==> config.mk <==
export PLATFORM = sky130hd
export DESIGN_NAME = adc_channel_scan_converter_core
export DESIGN_NICKNAME = d
export VERILOG_FILES = /design/src/sv/acsc_pkg.sv /design/src/sv/adc_channel_scan_converter_core.sv
export SDC_FILE = /design/constraint.sdc
export NUM_CORES = 1
export LEC_CHECK = 0
export ABC_CLOCK_PERIOD_IN_PS = 9860
export BUFFER_PORTS_ARGS = -buffer_cell sky130_fd_sc_hd__buf_2
export CORE_MARGIN = 10
export CORE_UTILIZATION = 65
export CTS_BUF_LIST = sky130_fd_sc_hd__clkbuf_2 sky130_fd_sc_hd__clkbuf_4 sky130_fd_sc_hd__clkbuf_8
export CTS_CLUSTER_DIAMETER = 200
export DETAILED_ROUTE_END_ITERATION = 10
export GPL_ROUTABILITY_DRIVEN = 0
export PLACE_DENSITY = 0.83
export SKIP_LAST_GASP = 1
export SYNTH_ARGS = -nofsm -noshare
export SYNTH_HDL_FRONTEND = slang
export SYNTH_SLANG_ARGS = --single-unit
==> constraint.sdc <==
create_clock -name clk -period 9.86 [get_ports clk]
set_input_delay 0.986 -clock clk [delete_from_list [all_inputs] [get_ports clk]]
set_output_delay 0.986 -clock clk [all_outputs]
set_load 0.02 [all_outputs]
==> src/sv/acsc_pkg.sv <==
package acsc_pkg;

	// Field widths
	localparam int CHAN_W   = 8;
	localparam int LVL_IN_W = 16;
	localparam int LEVEL_W  = 13;
	localparam int CODE_W   = 8;
	localparam int TICK_W   = 7;

	// Full scale in millivolts; a level is clamped to it
	localparam logic [LEVEL_W-1:0] FULL_SCALE_MV = 13'd5000;

	// code = floor(mv * 255 / 5000), computed as (mv * CODE_MULT) >> CODE_SHIFT.
	// CODE_MULT = ceil(255 * 2^26 / 5000); exact for every mv up to 2^13.
	localparam int MULT_W     = 22;
	localparam int CODE_SHIFT = 26;
	localparam int PROD_W     = LEVEL_W + MULT_W;
	localparam logic [MULT_W-1:0] CODE_MULT = 22'd3422553;

	// Operation codes carried on tuser
	typedef enum logic [1:0] {
		OP_TICK = 2'd0,
		OP_READ = 2'd1,
		OP_SET  = 2'd2,
		OP_GET  = 2'd3
	} op_t;

	typedef logic [LEVEL_W-1:0] level_t;
	typedef logic [CODE_W-1:0]  code_t;

	// Scale a level (at most full scale) to an 8-bit code
	function automatic code_t level_to_code(input level_t mv);
		logic [PROD_W-1:0] prod;
		prod = PROD_W'(mv) * PROD_W'(CODE_MULT);
		return prod[CODE_SHIFT +: CODE_W];
	endfunction

	// Level of a channel after reset
	function automatic level_t reset_level(input int idx);
		level_t lvl;
		case (idx)
			0: lvl = 13'd2500;
			1: lvl = 13'd1000;
			2: lvl = 13'd4000;
			default: lvl = '0;
		endcase
		return lvl;
	endfunction

endpackage

==> src/sv/adc_channel_scan_converter_core.sv <==
// Each accepted word goes through the input register, then the result register.
// Throughput: one word per cycle; input register, one scaling multiplier and the
// result register form the only path, so a new word enters every cycle unless the
// result register is full and stalled.
// Reset (arst_n low, asynchronous): levels 2500/1000/4000/0 mV on channels 0..3 and
// 0 elsewhere, all codes 0, idle, continuous mode off; no clearing pass.
module adc_channel_scan_converter_core #(
	parameter int NUM_CHANNELS     = 8,
	parameter int CONVERSION_TICKS = 100
) (
	input  logic                      clk,
	input  logic                      arst_n,
	// slave side
	input  logic                      s_tvalid,
	output logic                      s_tready,
	input  logic [23:0]               s_tdata,  // [7:0] channel, [23:8] level_in_mv
	input  logic [1:0]                s_tuser,  // [1:0] op
	// master side
	output logic                      m_tvalid,
	input  logic                      m_tready,
	output logic [23:0]               m_tdata,  // [7:0] code, [20:8] level_out_mv,
	                                            // [21] busy_res, [23:22] zero
	// configuration
	input  logic                      cfg_valid,
	output logic                      cfg_ready,
	input  logic                      cfg_data  // continuous_mode
);
	import acsc_pkg::*;

	localparam int CH_W = (NUM_CHANNELS > 1) ? $clog2(NUM_CHANNELS) : 1;
	localparam logic [TICK_W-1:0] TICKS_INIT = TICK_W'(CONVERSION_TICKS);
	localparam logic [CH_W-1:0]   LAST_CH    = CH_W'(NUM_CHANNELS - 1);

	// input register
	logic                valid_s1;
	op_t                 op_s1;
	logic [CHAN_W-1:0]   chan_s1;
	logic [LVL_IN_W-1:0] lvl_s1;
	logic                adv_s1;

	// result register
	logic                out_valid_q;
	code_t               code_q;
	level_t              level_out_q;
	logic                busy_q;

	// converter state
	level_t              levels_q [NUM_CHANNELS];
	code_t               codes_q  [NUM_CHANNELS];
	logic [CH_W-1:0]     active_q;
	logic                conv_q;
	logic [TICK_W-1:0]   ticks_q;
	logic                cont_q;

	// next-state and result logic
	logic                ch_ok;
	logic [CH_W-1:0]     ch_idx;
	logic [CH_W-1:0]     lvl_addr;
	level_t              lvl_rd;
	level_t              lvl_clamp;
	level_t              conv_in;
	code_t               conv_code;
	logic [TICK_W-1:0]   ticks_dec;
	logic [CH_W-1:0]     next_ch;
	logic                conv_nxt;
	logic [TICK_W-1:0]   ticks_nxt;
	logic [CH_W-1:0]     active_nxt;
	code_t               code_res;
	level_t              level_res;
	logic                lvl_we;
	logic                code_we;
	logic [CH_W-1:0]     code_waddr;

	// handshakes
	assign adv_s1    = valid_s1 && (!out_valid_q || m_tready);
	assign s_tready  = !valid_s1 || adv_s1;
	assign cfg_ready = 1'b1;

	assign m_tvalid = out_valid_q;
	assign m_tdata  = {2'b00, busy_q, level_out_q, code_q};

	// input register control
	always_ff @(posedge clk or negedge arst_n) begin
		if (!arst_n) begin
			valid_s1 <= 1'b0;
		end else if (s_tready) begin
			valid_s1 <= s_tvalid;
		end
	end

	// input register payload
	always_ff @(posedge clk) begin
		if (s_tvalid && s_tready) begin
			op_s1   <= op_t'(s_tuser);
			chan_s1 <= s_tdata[CHAN_W-1:0];
			lvl_s1  <= s_tdata[CHAN_W +: LVL_IN_W];
		end
	end

	// channel decode, single level read port, shared scaler
	assign ch_ok     = chan_s1 < CHAN_W'(NUM_CHANNELS);
	assign ch_idx    = chan_s1[CH_W-1:0];
	assign lvl_addr  = (op_s1 == OP_TICK) ? active_q : ch_idx;
	assign lvl_rd    = levels_q[lvl_addr];
	assign lvl_clamp = (lvl_s1 > LVL_IN_W'(FULL_SCALE_MV)) ? FULL_SCALE_MV
	                                                        : lvl_s1[LEVEL_W-1:0];
	assign conv_in   = (op_s1 == OP_SET) ? lvl_clamp : lvl_rd;
	assign conv_code = level_to_code(conv_in);
	assign ticks_dec = (ticks_q != '0) ? ticks_q - 1'b1 : '0;
	assign next_ch   = (active_q == LAST_CH) ? '0 : active_q + 1'b1;

	// per-op behavior
	always_comb begin
		conv_nxt   = conv_q;
		ticks_nxt  = ticks_q;
		active_nxt = active_q;
		code_res   = '0;
		level_res  = '0;
		lvl_we     = 1'b0;
		code_we    = 1'b0;
		code_waddr = ch_idx;
		case (op_s1)
			OP_TICK: begin
				if (conv_q) begin
					ticks_nxt = ticks_dec;
					if (ticks_dec == '0) begin
						// conversion done: store code, maybe rescan next channel
						code_we    = 1'b1;
						code_waddr = active_q;
						conv_nxt   = 1'b0;
						if (cont_q) begin
							active_nxt = next_ch;
							conv_nxt   = 1'b1;
							ticks_nxt  = TICKS_INIT;
						end
					end
				end
			end
			OP_READ: begin
				if (ch_ok) begin
					code_res = codes_q[ch_idx];
					if (!conv_q) begin
						active_nxt = ch_idx;
						conv_nxt   = 1'b1;
						ticks_nxt  = TICKS_INIT;
					end
				end
			end
			OP_SET: begin
				if (ch_ok) begin
					lvl_we  = 1'b1;
					code_we = 1'b1;
				end
			end
			OP_GET: begin
				if (ch_ok) begin
					level_res = lvl_rd;
				end
			end
			default: begin
			end
		endcase
	end

	// converter state and config
	always_ff @(posedge clk or negedge arst_n) begin
		if (!arst_n) begin
			for (int i = 0; i < NUM_CHANNELS; i++) begin
				levels_q[i] <= reset_level(i);
				codes_q[i]  <= '0;
			end
			active_q <= '0;
			conv_q   <= 1'b0;
			ticks_q  <= '0;
			cont_q   <= 1'b0;
		end else begin
			if (cfg_valid && cfg_ready) begin
				cont_q <= cfg_data;
			end
			if (adv_s1) begin
				active_q <= active_nxt;
				conv_q   <= conv_nxt;
				ticks_q  <= ticks_nxt;
				if (lvl_we) begin
					levels_q[ch_idx] <= lvl_clamp;
				end
				if (code_we) begin
					codes_q[code_waddr] <= conv_code;
				end
			end
		end
	end

	// result register control
	always_ff @(posedge clk or negedge arst_n) begin
		if (!arst_n) begin
			out_valid_q <= 1'b0;
		end else if (adv_s1) begin
			out_valid_q <= 1'b1;
		end else if (m_tready) begin
			out_valid_q <= 1'b0;
		end
	end

	// result register payload
	always_ff @(posedge clk) begin
		if (adv_s1) begin
			code_q      <= code_res;
			level_out_q <= level_res;
			busy_q      <= conv_nxt;
		end
	end

	// a running conversion always has ticks left
	a_conv_ticks: assert property (@(posedge clk) disable iff (!arst_n)
		conv_q |-> ticks_q != '0)
		else $error("conversion running with zero ticks left");

	// active channel stays in range
	a_active_range: assert property (@(posedge clk) disable iff (!arst_n)
		active_q <= LAST_CH)
		else $error("active channel out of range");

	// reported busy matches the converter state after the word
	a_busy_match: assert property (@(posedge clk) disable iff (!arst_n)
		adv_s1 |=> busy_q == conv_q)
		else $error("busy flag disagrees with converter state");

	// a stored level never exceeds full scale
	a_level_clamp: assert property (@(posedge clk) disable iff (!arst_n)
		adv_s1 && lvl_we |=> levels_q[$past(ch_idx)] <= FULL_SCALE_MV)
		else $error("stored level above full scale");

	// an idle tick leaves the converter idle
	a_idle_tick: assert property (@(posedge clk) disable iff (!arst_n)
		adv_s1 && op_s1 == OP_TICK && !conv_q |=> !conv_q)
		else $error("tick started a conversion from idle");

endmodule
==> run metrics <==
Finished Core Util=about three quarters; share of the synthesized area in the top cell type=~28%; Yosys top cell by area=dfrtp_1; Remaining DRCs=0; Hold Vio Cnt, Final=0; drt wl/cell=between 20 and 25 microns; Cells after Synth=1,378; pwr dens=212 mW/mm^2; worst reg-to-reg path cell count=24; most used cell, CP=inv_1; clock latency on the worst-skew pair=0.56 ns; Netlist cell types=65; fmax=~120 MHz; Max FO, Critical Path=17; clock skew=roughly 0.04 ns; post-CTS setup buffers=0; number of global-route vias before repair=11,200; status=finished clean; GRT met2 Usage=between 40% and 50%; final net count=1,668; RR Endpoint=codes_q[52]$_DFFE_PN0P_; Max VDD drop=around 0.17 mV; Routed Antenna Nets=0; Row Count=54; Resize count post-CTS=0; Worst path slowest cell=mux2i_4; PortBufs=55; Avg Cell Area, Syn=10.7 sq um; Leak Pwr=7.77 nW; ranking of synthesized cells by area=dfrtp_1 28%, fa_1 11%, ha_1 10%; commonest non-fill, non-tap cell in the layout=inv_1; Buf/Inv on CP=7; Total Wirelength=~36 mm; Slew headroom=about a fifth; RSZ-0062 raised after global routing=false; crit path cell chain=nor2_1 > mux2i_4 > buf_4 > mux4_2 > mux2i_1 > mux2_2 > inv_1 > ha_1 > inv_1 > fa_1 > inv_1 > fa_1 > fa_1 > inv_1 > fa_1 > inv_1 > ha_1 > nand4_1 > or4_1 > a32oi_1 > o41ai_4 > buf_4 > xnor2_1 > mux2_2; Hold Path Class=reg2reg; GR met3 Demand/Resource=5.69%; EDFF count, synth=48; max-slew violations=0; Place WS=1.35 ns; total CTS buffers=38; vias=between 10,000 and 15,000; H-tree depth=2; Worst Setup Path Type=reg2reg; met1 Use GR=32.5%; Die Area=0.0291 sq mm; first-pass GRT wire length=~60 mm; flop and latch count out of synthesis=230; Critical Path Sink Type=register; R2R setup slack=1.23 ns; Synthesis Warnings=0; Setup WS post-layout=1.23 ns; initial DRC count=about 1,000; crit path to=codes_q[52]$_DFFE_PN0P_; cts-stage hold buffer count=0; most frequent cells in the layout=200 x inv_1, 165 x dfrtp_1, 144 x nand2_1, 137 x o21ai_0, 121 x ha_1; crit-path leading delay family=adder cells; CTS tree=built; layout cells sized above 1=17.0%; Req. time, crit path=between 10 and 15 ns; DR pass1 iterations=5; register area share after synthesis=40.9%; global route overflow=0; Overall Power=3.41 mW; reg-to-reg startpoint=op_s1[1]$_DFFE_PP_; ANT cells=0; die height=170 microns; min Tclk post-route=8.63 ns; crit path launch type=register; # Max-Cap Violations=0; Reg clk slew, reported paths=0.06 ns; final HPWL from detailed placement=25.6 mm; mapped cell area=around 0.015 sq mm; core area=0.0220 sq mm; cell depth of the worst setup path=24; hold path depth=2; setup TNS=0 ns; initial antenna violation count=0; die width=about 170 microns; area grow syn2layout=9.59%; WP data arrival=9.12 ns; IO Count=59; gr usage total=approximately 25%; Longest Clk Path Bufs=3; vias per inst=between 6 and 7; ys flop type=dfrtp_1; Period Utilization, post-route=87.5%; post-synthesis async set-or-reset flop share=79.1%; Slew @ Worst Pin=1.21 ns; gr busiest metal=met2; initial cell density of the core=66.8%; final setup violating endpoints=0; clock sink count=230; worst stage delay on the critical path=0.70 ns; pin count of the biggest net entering global routing=110; crit path from=op_s1[1]$_DFFE_PP_; clk root buf=clkbuf_8
[worst min-delay path by stage]
stage / end / from / slack (ns)
after global placement: levels_q[11]$_DFFE_PN0P_ / levels_q[11]$_DFFE_PN0P_ / 0.46
after global routing: levels_q[102]$_DFFE_PN1P_ / levels_q[102]$_DFFE_PN1P_ / 0.49
final: levels_q[92]$_DFFE_PN0P_ / levels_q[92]$_DFFE_PN0P_ / 0.48
after floorplan: codes_q[18]$_DFFE_PN0P_ / codes_q[18]$_DFFE_PN0P_ / 0.44
after detailed placement: levels_q[40]$_DFFE_PN0P_ / levels_q[40]$_DFFE_PN0P_ / 0.47
after CTS: levels_q[92]$_DFFE_PN0P_ / levels_q[92]$_DFFE_PN0P_ / 0.48
[flip-flops by register name (all words and copies together), names as in the netlist]
signal	count
ticks_q	7
cont_q	1
levels_q	104
active_q	3
busy_q	1
m_tvalid	1
conv_q	1
op_s1	2
code_q	8
valid_s1	1
codes_q	64
level_out_q	13
lvl_s1	16
chan_s1	8
[layout make-up]
type,instances,area [sq um]
multi-input combinational,897,7750
sequential,230,6020
clock buffer,58,729
fill,1496,5900
tap,280,350
timing repair buffer,70,394
inverter,200,751
clock inverter,12,131
[layer usage]
metal	vias to the layer above	share of wire (%)
met2	486	48
met4	0	3.2
li1	4833	-
met3	101	7.9
met1	5354	41
met5	-	0
[power by group]
| group | switching, mW | internal, mW |
|---|---|---|
| logic | 0.867 | 0.535 |
| registers | 0.0499 | 1.03 |
| clock network | 0.402 | 0.532 |
[worst register-to-register path, delay by kind of cell, from the launching register on]
| kind | cells | cell delay, ns |
|---|---|---|
| fa+ha+maj | 6 | 2.79 |
| mux | 5 | 2.00 |
| simple gates | 3 | 1.27 |
| buf+inv | 7 | 0.92 |
| compound gates | 2 | 0.55 |
| xor+xnor | 1 | 0.54 |
| flops | 1 | 0.51 |
[stage by stage]
stage | hold WS [ns] | instance area, sq um | instances
4_1_cts | 0.482 | 16100 | 1747
6_report | 0.480 | 16100 | 1747
5_1_grt | 0.494 | 16100 | 1747
2_1_floorplan | 0.444 | 14700 | 1379
3_5_place_dp | 0.468 | 15300 | 1677
3_3_place_gp | 0.457 | 15300 | 1677
[synthesized netlist by cell type, drive strengths merged (11+ instances only)]
cell type	number
inv	200
dfrtp	165
nand2	144
o21ai	142
ha	121
fa	78
nor2	64
a21oi	48
edfxtp	48
mux2	44
clkbuf	38
mux4	32
mux2i	28
nand3	20
dfstp	17
nor3	17
buf	14
and2	13
nand4	11
nor2b	11
[cell families (layout without fill, tap and decap cells)]
kind of cell             count (synthesis)  count (layout)  synth area share [%]
AO/OA/AOI/OAI                          268             268                  11.1
other                                    2               3                0.0510
XOR/XNOR                                10              10                 0.595
flip-flops                             230             230                  40.9
AND/OR/NAND/NOR                        313             313                  9.62
buffers and inverters                  252             340                  6.66
multiplexers                           104             104                  10.2
adder cells (fa/ha/maj)                199             199                  20.9
No activity file was read; power rests on OpenSTA's default activity.
